## config.mk

```make
export PLATFORM = sky130hd
export DESIGN_NAME = aevad_mul
export DESIGN_NICKNAME = d
export VERILOG_FILES = /design/src/aevad_pkg.sv /design/src/aevad_mul.sv
export SDC_FILE = /design/constraint.sdc
export NUM_CORES = 2
export LEC_CHECK = 0
export BUFFER_PORTS_ARGS = -buffer_cell sky130_fd_sc_hd__buf_2
export CORE_AREA = 2 2 372 282
export CTS_BUF_LIST = sky130_fd_sc_hd__clkbuf_8
export DETAILED_ROUTE_END_ITERATION = 10
export DIE_AREA = 0 0 374 284
export GPL_TIMING_DRIVEN = 0
export HOLD_SLACK_MARGIN = 0.03
export PLACE_DENSITY = 0.56
export SLEW_MARGIN = 20
export SYNTH_ARGS = -nofsm -noshare
export SYNTH_HDL_FRONTEND = slang
export SYNTH_SLANG_ARGS = --single-unit
```

## constraint.sdc

```tcl
create_clock -name clk_i -period 11.26 [get_ports clk_i]
set_input_delay 2.252 -clock clk_i [delete_from_list [all_inputs] [get_ports clk_i]]
set_output_delay 2.252 -clock clk_i [all_outputs]
set_load 0.02 [all_outputs]
```

## src/aevad_pkg.sv

```systemverilog
`timescale 1ns / 1ps
// ----------------------------------------------------------------------------
// aevad_pkg
// Shared widths, constants and helpers of the adaptive energy VAD.
// ----------------------------------------------------------------------------
package aevad_pkg;

  localparam int unsigned SampleW  = 16;
  localparam int unsigned RateW    = 31;
  localparam int unsigned HangW    = 8;
  localparam int unsigned EnergyW  = 32;
  localparam int unsigned SumW     = 48;
  localparam int unsigned MaxFrame = 4096;
  localparam int unsigned CountW   = $clog2(MaxFrame + 1);
  localparam int unsigned DivW     = SumW + 32;
  localparam int unsigned DivCntW  = $clog2(DivW);
  localparam int unsigned SqrtIter = 32;
  localparam int unsigned SqrtCntW = $clog2(SqrtIter);
  localparam int unsigned CfgIdxW  = 2;

  localparam logic [EnergyW-1:0] Q30One = 32'h4000_0000;
  localparam logic [RateW-1:0]   RmsMax = 31'h7FFF_FFFF;

  // Register indexes of the configuration port.
  localparam logic [CfgIdxW-1:0] CfgMinGrow   = 2'd0;
  localparam logic [CfgIdxW-1:0] CfgMaxShrink = 2'd1;
  localparam logic [CfgIdxW-1:0] CfgMargin    = 2'd2;
  localparam logic [CfgIdxW-1:0] CfgHangover  = 2'd3;

  localparam logic [RateW-1:0] MinGrowRst   = 31'd1074278695;
  localparam logic [RateW-1:0] MaxShrinkRst = 31'd1073634461;
  localparam logic [RateW-1:0] MarginRst    = 31'd1181116006;
  localparam logic [HangW-1:0] HangoverRst  = 8'd1;

  // Q2.30 product back to 32 bits, saturated.
  function automatic logic [EnergyW-1:0] sat_q30(input logic [63:0] p);
    logic [EnergyW-1:0] r;
    r = (p[63:62] != 2'b00) ? '1 : p[61:30];
    return r;
  endfunction

endpackage

```

## src/aevad_mul.sv

```systemverilog
`timescale 1ns / 1ps
// ----------------------------------------------------------------------------
// aevad_mul
// Shared 32x32 unsigned multiplier with a registered product.
// ----------------------------------------------------------------------------
module aevad_mul import aevad_pkg::*; (
  input  logic               clk_i,
  input  logic [EnergyW-1:0] a_i,
  input  logic [EnergyW-1:0] b_i,
  output logic [63:0]        p_o
);

  logic [63:0] p_q;

  always_ff @(posedge clk_i) begin
    p_q <= 64'(a_i) * 64'(b_i);
  end

  assign p_o = p_q;

endmodule

```

# [Word-level counts from Yosys, hierarchy flattened]
# Index checks and enable logic that the tools add are counted.
[totals] regBits=64
[classes] mul=1
[op_table] operator="32-bit by 32-bit multiplier with 64-bit output" n=1

# [Longest topological paths before layout]
[depth] ltp_word=1 depth_mapped=29

# [Least setup slack after synthesis]
# OpenSTA, ideal clock, no wires.
[synth_path] kind="input-to-reg" startpoint="input port a_i[25]" endpoint="register p_q[62] (netlist: p_o[62])" path_stages=25 t_required_ns=11.188 slack_ns=2.255 arrival_time_ns=8.933 setup_ns=0.072 path_cell_list="clkbuf_1 -> nand2_1 -> fa_1 -> inv_1 -> fa_1 -> inv_1 -> fa_1 -> inv_1 -> fa_1 -> fa_1 -> fa_1 -> fa_1 -> inv_1 -> fa_1 -> inv_1 -> ha_1 -> buf_2 -> nand4_1 -> or4_1 -> or3_1 -> a31oi_1 -> a31o_2 -> a211oi_1 -> o21ai_1 -> xor2_1"
[synth_between] elab_chain_len=1
[synth_rtl] item="start: declaration" line="aevad_mul.sv:8" source="input logic [EnergyW-1:0] a_i,"
[synth_rtl] item="32-bit by 32-bit multiplier with 64-bit output" line="aevad_mul.sv:16" source="p_q <= 64'(a_i) * 64'(b_i);"
[synth_rtl] item="end signal: assignment" line="aevad_mul.sv:16"
[synth_rtl] item="end: declaration" line="aevad_mul.sv:13" source="logic [63:0] p_q;"
# Every way passes these cells.

# [Worst setup path after layout]
[layout_path] startpoint="input port b_i[7]" endpoint="register p_q[63] (netlist: p_o[63])"
[layout_between] elab_chain_len=1
[layout_rtl] item="start: declaration" line="aevad_mul.sv:9" source="input logic [EnergyW-1:0] b_i,"
[layout_rtl] item="32-bit by 32-bit multiplier with 64-bit output" line="aevad_mul.sv:16"
# Every way passes these cells.

==> out/qor.csv <==
stage,metric,value,unit
status,status,"complete, no violations",
hold_path,worst min-delay path class,primary input to flop,
grt,first-pass GRT wire length,192.4,mm
yosys,largest family of logic cells by synthesized area,adder cells,
worst_setup_path,number of stages on the worst setup path,26,
drt,total number of vias,26210,
worst_setup_path,most frequent CP cell,fa_1,
yosys,post-synthesis register bit count,64,
yosys,Post-synth EDFFs,0,
finish,fin nets,5111,
grt,initial antenna violation count,19,
placement,Final GP Congestion,0.9848,
yosys,Mapped Area,34680,sq um
die,IO Count,129,
yosys,Mean Syn Cell Area,9.252,sq um
sta,Period minus WS final,10.67,ns
clocking,CTS Buffer Depth,2,
sta,final hold violations,0,
yosys,simple-gate share of the synthesized area,17.62,%
finish,Synth-to-Final Area Change,7.401,%
yosys,Most used DFF post-synth,dfxtp_1,
sta,post-route setup TNS,0,ns
clocking,htree depth,3,
yosys,Synth warnings,0,
worst_setup_path,crit-path max cell delay,0.77,ns
grt,largest net degree at the start of global routing,14,
grt,vias in the first global route,27580,
clocking,clock transition at the registers of the reported paths,0.09,ns
worst_setup_path,Crit Path Max Fanout,10,
grt,total track usage,24.92,%
yosys,Cell variety after synth,57,
worst_setup_path,CP startpoint,b_i[7],
clocking,CTS sink cnt,64,
worst_setup_path,"Largest delay share family, worst path",adder cells,
clocking,CTS tree,yes,
die,Die W,374,microns
grt,Overflow after GRT,0,
drt,Routed wire per std cell,24.40,microns
sta,Slew Limit Headroom,23.55,%
die,Die Span Y,284,microns
drt,DRT antenna net count,0,
worst_setup_path,Setup crit end,p_o[63],
drt,Routed Wire Length,128.0,mm
clocking,cts repair resizes,0,
finish,share of cells above drive strength 1,4.291,%
sta,Pins Over Slew Limit,0,
sta,Final period util,94.73,%
yosys,Syn Nets,4972,
die,die area,106200,sq um
die,CORE AREA,102500,sq um
yosys,Post-Syn Instances,3748,
worst_setup_path,crit path kind,primary input to flop,
clocking,Hold Buf Count CTS,0,
worst_setup_path,Worst Setup End Kind,flop,
yosys,"Seq/Total Area, Yosys",3.695,%
worst_setup_path,Critical Path Slowest Stage Cell,clkbuf_1,
worst_setup_path,crit path launch type,primary input,
drt,Vias/cell,4.996,
finish,max reg flops,64,
yosys,adder-cell share of the synthesized area,61.22,%
sta,Final setup viols,0,
yosys,async set or reset register ratio after synthesis,0,%
clocking,cts bufs inserted,9,
worst_setup_path,CP arrival,11.04,ns
sta,unrepaired setup endpoints after global routing,false,
die,Core Rows,102,
yosys,Synth Area in Compound Gates,4.153,%
placement,I/O Buffers,128,
placement,Final HPWL DP,112.6,mm
sta,FMAX,93.75,MHz
clocking,number of setup buffers added after CTS,0,
sta,Least-Margin Pin Slew,1.147,ns
drt,# DRC,0,
worst_setup_path,Buf/Inv on CP,7,
worst_setup_path,"Req. time, crit path",11.63,ns
die,Initial Utilization,33.84,%
run,maxcap violations,0,
yosys,mux share of post-synthesis cell area,0.02887,%
drt,DR iter-0 viols,2600,
drt,1st-pass router iterations,5,
yosys,XOR/XNOR Fraction of Synth Area,1.515,%
clocking,Clock Tree Root,clkbuf_8,
routing by layer:
| layer | wire length, microns | global-route usage (%) |
|---|---|---|
| met1 | 57340 | 37.68 |
| met2 | 50440 | 34.08 |
| met3 | 18340 | 8.958 |
| met4 | 1835 | 4.069 |
| met5 | 58 | 0 |
cells in the final DEF, fill, tap and decap left out, types with 40 or more instances in the layout:
cell      count
fa_1        896
inv_1       865
and2_1      602
nand2_1     480
ha_1        263
clkbuf_1    213
buf_2       134
dfxtp_1      64
a21oi_1      63
a21o_1       40
worst min path at each step:
stage / from / endpoint / slack [ns] / depth (start not counted)
3_5_place_dp: b_i[0] / p_o[0] / 2.63 / 2
6_report: b_i[0] / p_o[0] / 2.19 / 2
5_1_grt: b_i[0] / p_o[0] / 2.14 / 2
2_1_floorplan: b_i[0] / p_o[0] / 2.38 / 1
4_1_cts: b_i[0] / p_o[0] / 2.15 / 2
3_3_place_gp: b_i[0] / p_o[0] / 2.62 / 2
layout make-up:
type / instances / area, sq um
Tap cell: 1352 / 1692
Sequential cell: 64 / 1281
Buffer: 220 / 833.3
Fill cell: 10650 / 65240
Timing Repair Buffer: 128 / 640.6
Antenna cell: 2 / 5.005
Clock inverter: 7 / 105.1
Inverter: 865 / 3247
Multi-Input combinational cell: 2599 / 29310
Clock buffer: 9 / 123.9
per-stage QoR:
stage	setup slack [ns]	util, %	std cells	hold slack, ns	instance area, sq um
after detailed placement	0.2746	36.11	5228	2.627	37010
final	0.5931	36.34	5246	2.187	37240
after floorplan	2.255	-	3748	2.379	34680
after global routing	0.3112	36.34	5246	2.140	37240
after CTS	0.7206	36.34	5244	2.151	37240
after global placement	0.2449	36.11	5228	2.625	37010
cells in the mapped netlist, types with 2 or more instances:
cell	instances	area [sq um]
buf_2	6	30.03
o221ai_1	3	26.28
xnor2_1	35	306.5
xor2_1	25	219.0
o21a_1	9	67.56
clkbuf_1	213	799.5
a21oi_2	3	26.28
fa_1	896	17940
a211oi_1	3	22.52
a221oi_4	3	78.83
and3_1	14	87.58
dfxtp_1	64	1281
nor2b_1	2	12.51
nand3_1	10	50.05
o221a_2	2	22.52
a31oi_1	12	75.07
or4_1	3	22.52
nor3_1	7	35.03
nor2_1	20	75.07
o31ai_1	2	15.01
o211ai_1	2	15.01
a21oi_1	63	315.3
or3_1	3	18.77
o21ai_1	5	25.02
and3b_1	2	17.52
a221o_1	4	40.04
and4_1	3	26.28
o21ai_0	21	105.1
a21boi_1	3	22.52
and2_1	602	3766
nand2b_1	2	12.51
ha_1	263	3291
o21bai_1	10	75.07
nand4_1	23	143.9
or2_2	3	18.77
a21o_1	40	300.3
nand2_1	480	1802
inv_1	865	3247
a311oi_1	2	17.52
o31ai_4	3	63.81
logic make-up (layout without fill, tap and decap cells):
kind of cell / count (synthesis) / after routing
adders and majority gates: 1159 / 1159
xor gates and xnor gates: 60 / 60
and+or+nand+nor: 1177 / 1177
buffers and inverters: 1085 / 1229
other: 0 / 2
muxes: 1 / 1
AOI/OAI and AO/OA: 202 / 202
DFF: 64 / 64
Power is left out: the tool's default activity adds up to more than one toggle a clock period on the data nets, which glitch-free logic cannot reach.
