==> src/aevad_pkg.sv <==
`timescale 1ns / 1ps
// ----------------------------------------------------------------------------
// aevad_pkg
// Shared widths, constants and helpers of the adaptive energy VAD.
// ----------------------------------------------------------------------------
package aevad_pkg;

  localparam int unsigned SampleW  = 16;
  localparam int unsigned RateW    = 31;
  localparam int unsigned HangW    = 8;
  localparam int unsigned EnergyW  = 32;
  localparam int unsigned SumW     = 48;
  localparam int unsigned MaxFrame = 4096;
  localparam int unsigned CountW   = $clog2(MaxFrame + 1);
  localparam int unsigned DivW     = SumW + 32;
  localparam int unsigned DivCntW  = $clog2(DivW);
  localparam int unsigned SqrtIter = 32;
  localparam int unsigned SqrtCntW = $clog2(SqrtIter);
  localparam int unsigned CfgIdxW  = 2;

  localparam logic [EnergyW-1:0] Q30One = 32'h4000_0000;
  localparam logic [RateW-1:0]   RmsMax = 31'h7FFF_FFFF;

  // Register indexes of the configuration port.
  localparam logic [CfgIdxW-1:0] CfgMinGrow   = 2'd0;
  localparam logic [CfgIdxW-1:0] CfgMaxShrink = 2'd1;
  localparam logic [CfgIdxW-1:0] CfgMargin    = 2'd2;
  localparam logic [CfgIdxW-1:0] CfgHangover  = 2'd3;

  localparam logic [RateW-1:0] MinGrowRst   = 31'd1074278695;
  localparam logic [RateW-1:0] MaxShrinkRst = 31'd1073634461;
  localparam logic [RateW-1:0] MarginRst    = 31'd1181116006;
  localparam logic [HangW-1:0] HangoverRst  = 8'd1;

  // Q2.30 product back to 32 bits, saturated.
  function automatic logic [EnergyW-1:0] sat_q30(input logic [63:0] p);
    logic [EnergyW-1:0] r;
    r = (p[63:62] != 2'b00) ? '1 : p[61:30];
    return r;
  endfunction

endpackage

==> src/aevad_div.sv <==
`timescale 1ns / 1ps
// ----------------------------------------------------------------------------
// aevad_div
// Restoring divider, one quotient bit per cycle, 80-bit dividend.
// ----------------------------------------------------------------------------
module aevad_div import aevad_pkg::*; (
  input  logic               clk_i,
  input  logic               rst_ni,
  input  logic               start_i,
  input  logic [DivW-1:0]    dividend_i,
  input  logic [EnergyW-1:0] divisor_i,
  output logic               done_o,
  output logic [63:0]        quot_o
);

  logic               busy_q, done_q;
  logic [DivCntW-1:0] cnt_q;
  logic [DivW-1:0]    work_q;
  logic [EnergyW-1:0] rem_q, dsr_q;
  logic [EnergyW:0]   trial;
  logic               fits;

  assign trial = {rem_q, work_q[DivW-1]};
  assign fits  = trial >= {1'b0, dsr_q};

  always_ff @(posedge clk_i or negedge rst_ni) begin
    if (!rst_ni) begin
      busy_q <= 1'b0;
      done_q <= 1'b0;
      cnt_q  <= '0;
    end else begin
      done_q <= 1'b0;
      if (start_i) begin
        busy_q <= 1'b1;
        cnt_q  <= DivCntW'(DivW - 1);
      end else if (busy_q) begin
        cnt_q <= cnt_q - 1'b1;
        if (cnt_q == '0) begin
          busy_q <= 1'b0;
          done_q <= 1'b1;
        end
      end
    end
  end

  always_ff @(posedge clk_i) begin
    if (start_i) begin
      work_q <= dividend_i;
      rem_q  <= '0;
      dsr_q  <= divisor_i;
    end else if (busy_q) begin
      work_q <= {work_q[DivW-2:0], fits};
      rem_q  <= fits ? EnergyW'(trial - {1'b0, dsr_q}) : trial[EnergyW-1:0];
    end
  end

  assign done_o = done_q;
  assign quot_o = work_q[63:0];

endmodule

==> config.mk <==
export PLATFORM = sky130hd
export DESIGN_NAME = aevad_div
export DESIGN_NICKNAME = d
export VERILOG_FILES = /design/src/aevad_pkg.sv /design/src/aevad_div.sv
export SDC_FILE = /design/constraint.sdc
export NUM_CORES = 1
export LEC_CHECK = 0
export BUFFER_PORTS_ARGS = -buffer_cell sky130_fd_sc_hd__buf_4
export CORE_AREA = 3 3 135 137
export DETAILED_ROUTE_END_ITERATION = 10
export DIE_AREA = 0 0 138 140
export HOLD_SLACK_MARGIN = 0.03
export PLACE_DENSITY = 0.76
export SETUP_SLACK_MARGIN = 0.02
export SLEW_MARGIN = 20
export SYNTH_ARGS = -nofsm -noshare
export SYNTH_HDL_FRONTEND = slang
export SYNTH_SLANG_ARGS = --single-unit
==> constraint.sdc <==
create_clock -name clk_i -period 3 [get_ports clk_i]
set_clock_uncertainty 0.05 [all_clocks]
set_input_delay 0.45 -clock clk_i [delete_from_list [all_inputs] [get_ports clk_i]]
set_output_delay 0.45 -clock clk_i [all_outputs]
set_load 0.05 [all_outputs]
# After elaboration in Yosys (flattened, before gate mapping)
# Cells that the tools add are included.
totals:
  ff_bits: 153
  input_bits: 115
  out_inout_bits: 65
  wordCells: 22
op_classes:
  addsub: 2
  order_cmp: 1
  mux: 11
  reduce_logical: 2
ops:
  columns: ["operator", "count"]
  rows:
  - ["two-way mux 80 bit", 2]
  - ["greater-or-equal comparator 33 x 32 -> 1 bit", 1]
  - ["two-way mux 32 bit", 1]
  - ["subtractor 32 bit", 1]
  - ["two-way mux 7 bit", 2]
  - ["zero test 7 bit", 1]
  - ["subtractor 7 x 1 -> 7 bit (second input constant)", 1]
  - ["two-way mux 1 bit", 6]
  - ["nonzero test 2 bit", 1]

# Longest topological paths before layout
depth:
  ltp_word: 4
  ltp_mapped: 13
  mapped_depth_nobuf: 12

# Least setup slack after synthesis
# OpenSTA, ideal clock, no wires.
synth_timing:
  path_type: "input -> register"
  start: "in start_i"
  end: "reg work_q[0], enable pin"
  arrival_ps: 2637
  slack_ps: -121
  path_stages: 4
  path_buffers: 2
  cell_sequence: "clkbuf_1 -> nor2_1 -> clkbuf_1 -> inv_1"
synth_via:
  elab_chain_cells: 1
synth_lines:
  columns: ["item", "line_no", "text"]
  rows:
  - ["from (decl)", "aevad_div.sv:9", "input logic start_i,"]
  - ["nonzero test 2 bit (no line)", null, null]
  - ["to (signal assigned)", "aevad_div.sv:48", "work_q <= dividend_i;"]
  - ["to (signal assigned)", "aevad_div.sv:52", "work_q <= {work_q[DivW-2:0], fits};"]
  - ["to (decl)", "aevad_div.sv:18", "logic [DivW-1:0] work_q;"]
# Every way passes these cells.
# A chain may end at the register's enable or synchronous reset.

# Worst setup path after layout
layout_timing:
  start: "reg dsr_q[28]"
  end: "reg rem_q[4]"
layout_via:
  elab_chain_cells: 2
layout_lines:
  columns: ["item", "line_no", "text"]
  rows:
  - ["from (decl)", "aevad_div.sv:19", "logic [EnergyW-1:0] rem_q, dsr_q;"]
  - ["from (signal assigned)", "aevad_div.sv:50", "dsr_q <= divisor_i;"]
  - ["greater-or-equal comparator 33 x 32 -> 1 bit", "aevad_div.sv:24", "assign fits = trial >= {1'b0, dsr_q};"]
  - ["two-way mux 32 bit", "aevad_div.sv:53", "rem_q <= fits ? EnergyW'(trial - {1'b0, dsr_q}) : trial[EnergyW-1:0];"]
  - ["to (signal assigned)", "aevad_div.sv:53", null]
  - ["to (decl)", "aevad_div.sv:19", null]
# Every way passes these cells.

==> impl_results.rst <==
.. list-table::
   :header-rows: 1

   * - Metric
     - Value
   * - Number of nets still failing antenna checks after routing
     - 0
   * - Inserted Diodes
     - 0
   * - Number of synthesized flops with an enable pin
     - ~110
   * - Dpl hpwl
     - 13.8 mm
   * - Via count
     - 5,887
   * - Tot Pwr
     - between 6 and 7 mW
   * - Buffer and inverter count on the worst path
     - 2
   * - First-pass detailed-route iteration total
     - 4
   * - Count of cell types in the netlist
     - 47
   * - I/O pin total
     - 180
   * - Crit end category
     - register
   * - Area taken by flip-flops and latches
     - 0.00423 sq mm
   * - Setup Viol. Count Final
     - 0
   * - Chain of cells forming the critical path
     - inv_1 -> ha_1 -> nand3_1 -> or4_1 -> or3_1 -> o211ai_2 -> o32a_4 -> buf_12 -> mux2i_2 -> a211oi_1
   * - Floorplan row count
     - 48
   * - Width of the chip
     - roughly 140 um
   * - Total number of clock tree sinks
     - between 150 and 200
   * - Most common cell after layout, fill and taps aside
     - buf_4
   * - TritonCTS Buffers
     - 17
   * - Maximum achievable frequency
     - 347 MHz
   * - Final Critical Period
     - around 2.9 ns
   * - Worst Tran Pin Value
     - 0.525 ns
   * - Largest area contributor in the synthesized netlist
     - edfxtp_1
   * - Status
     - finished, final reports clean
   * - Starting utilization of the core area
     - about half
   * - Layout Cells excl Fill
     - between 1,000 and 1,500
   * - Post-DR vias/cell
     - approximately 5.3
   * - Most used flip-flop cell after synthesis
     - edfxtp_1
   * - Routed len/inst
     - approximately 17 um
   * - Total power per unit cell area
     - roughly 620 mW/mm^2
   * - Leak Pwr
     - 4.37 nW
   * - Register bit count reported by yosys
     - around 150
   * - Iteration-0 DRC count of the detailed router
     - 492
   * - Clock transition at the registers of the reported paths
     - ~0.070 ns
   * - Gate Count Post-Synth
     - 749
   * - Routed wire length
     - roughly 19 mm
   * - Clk Latency, worst-skew pair
     - 0.43 ns
   * - Residual DRC count
     - 0
   * - Global-route usage over all layers
     - between 10% and 20%
   * - Die area
     - approximately 0.019 sq mm
   * - Filler cell count
     - ~1,500
   * - Critical path type
     - register to register
   * - Part of the Yosys area used for sequential elements
     - between 40% and 50%
   * - Largest net degree at the start of global routing
     - 98
   * - Top cells by area, synth
     - edfxtp_1 40%, mux2_2 11%, dfxtp_1 7.6%, buf_4 6.0%, ha_1 5.0%
   * - Footprint of the multi-input gates
     - 0.00347 sq mm
   * - Arrival time at the worst endpoint
     - about 3.1 ns
   * - Core Area
     - approximately 0.017 sq mm
   * - GPL Wtd Cong
     - around 0.92
   * - Height of the chip
     - between 100 and 150 um
   * - Count of placed standard cells including taps
     - ~1,100
   * - Highest-count cells in the layout ignoring fill and taps
     - 194 x buf_4, 112 x edfxtp_1, 81 x mux2_2
   * - CTS Buffer Depth
     - 2
   * - Post-synth ARST share
     - under 10%
   * - Buffer type at the clock tree root
     - clkbuf_16
   * - Synthesis-to-layout area growth
     - 21.9%
   * - Cell area after synthesis
     - between 0.008 and 0.009 sq mm
   * - Share of cells above drive strength 1
     - between 30 and 40%
   * - Fraction of synthesized cell area taken by the top area cell type
     - 39.8%
   * - Final count of hold timing violations
     - 0
   * - Vias in the first global route
     - between 6,000 and 7,000
   * - Final count of pins violating max slew
     - 0
   * - Type of the tightest min-delay check
     - input port to register
   * - Max incr delay on CP
     - about 0.52 ns
   * - Number of buffers added on ports
     - around 180
   * - Number of levels in the clock H-tree
     - 4
   * - Launching element type of the critical path
     - register
   * - Reported max-cap violation count
     - 0
   * - Maximum resistive drop on vdd
     - 0.432 mV
   * - Avg Cell Area, Syn
     - between 10 and 15 sq um
   * - Residual overflow from global routing
     - 0
   * - Post-synthesis net count
     - around 900
   * - Cell family with the largest share of critical-path delay
     - simple AND/OR/NAND/NOR gates
   * - Critical-path top delay cell
     - or4_1
   * - Required time of the critical path
     - 3.24 ns
   * - Wire length of the first global-routing pass
     - about 31 mm
   * - Layout Nets
     - approximately 1,000
   * - Relative slew slack
     - between 60% and 70%
   * - Synth Warn #
     - 0
   * - Clock tree from TritonCTS
     - built
   * - Cell area after placement
     - between 0.009 and 0.01 sq mm
   * - Number of antenna violations at the first check in global routing
     - 0
   * - Final design instance area without fill
     - 0.0103 sq mm
   * - Share of the clock period used by the worst path after layout
     - 96.2%
   * - Top fanout value on the critical path
     - 13
[flip-flops by register name, indices dropped and copies added (netlist names)]
signal and count:
rem_q 32, work_q 80, cnt_q 7, busy_q 1, dsr_q 32, done_o 1
[synth_stat cells (all sizes together) (5+ instances only)]
cell type,n
a211oi,18
a21o,13
a21oi,40
a31oi,9
buf,75
clkbuf,20
dfrtp,9
dfxtp,32
edfxtp,112
ha,34
inv,42
mux2,81
mux2i,19
nand2,54
nand2b,8
nand3,10
nand4,6
nor2,44
nor2b,7
nor3,12
o211ai,5
o21ai,28
o21bai,5
o221ai,5
xnor2,20
xor2,14
[cells by family after synthesis]
kind of cell               share of synthesized area, %
xor gates and xnor gates                           3.52
AOI/OAI and AO/OA                                  10.6
adders and majority gates                          5.27
and+or+nand+nor                                    8.08
DFF                                                50.0
buffers and inverters                              9.54
muxes                                              13.0
[layout make-up]
class,instances,area share (%)
multi-input cells,460,33.6
flip-flops and latches,153,41.0
well taps,225,2.73
repair buffers,200,15.2
clock inverters,15,1.74
clock buffers,17,4.13
inverters,42,1.57
[stage by stage]
step | utilization, % | hold slack [ns] | setup TNS, ns | setup slack (ns)
2_1_floorplan | - | 0.104 | 0 | 0.174
3_3_place_gp | 55.9 | 0.229 | 0 | 0.193
3_5_place_dp | 55.9 | 0.230 | 0 | 0.131
4_1_cts | 59.5 | 0.121 | 0 | 0.110
5_1_grt | 60.0 | 0.119 | -0.00156 | -0.00156
6_report | 60.0 | 0.142 | 0 | 0.115
[metal layers]
metal	up-vias	GRT usage (%)	share of wire (%)
li1	2892	-	-
met1	2780	23.0	40
met2	192	33.9	50
met3	23	8.43	8.7
met4	0	5.15	1.3
met5	-	0	0
[final timing paths]
check	start	end	slack, ns	depth (start not counted)
max	dsr_q[28]$_DFFE_PP_	rem_q[4]$_SDFFE_PP0P_	0.11	10
max reg2reg	dsr_q[28]$_DFFE_PP_	rem_q[4]$_SDFFE_PP0P_	0.11	10
min in group asynchronous	rst_ni	cnt_q[2]$_DFFE_PN0P_	0.31	2
max in group asynchronous	rst_ni	cnt_q[0]$_DFFE_PN0P_	2.44	2
min	divisor_i[11]	dsr_q[11]$_DFFE_PP_	0.14	1
min reg2reg	rem_q[1]$_SDFFE_PP0P_	rem_q[1]$_SDFFE_PP0P_	0.44	2
[timing repair]
| item | CTS | global route |
|---|---|---|
| buffers inserted | 0 | 4 |
| hold endpoints to repair | 9 | 0 |
| setup endpoints to repair | 0 | 31 |
| hold buffers | 1 | 0 |
| gates resized for setup | 0 | 12 |
[where the power goes]
| part | switching, mW | total [mW] | internal (mW) |
|---|---|---|---|
| logic | 0.959 | 1.66 | 0.704 |
| registers | 0.124 | 2.63 | 2.51 |
| clock network | 1.02 | 2.15 | 1.12 |
| total | 2.11 | 6.44 | 4.33 |
Note: power is estimated with default switching activity, not from simulation.
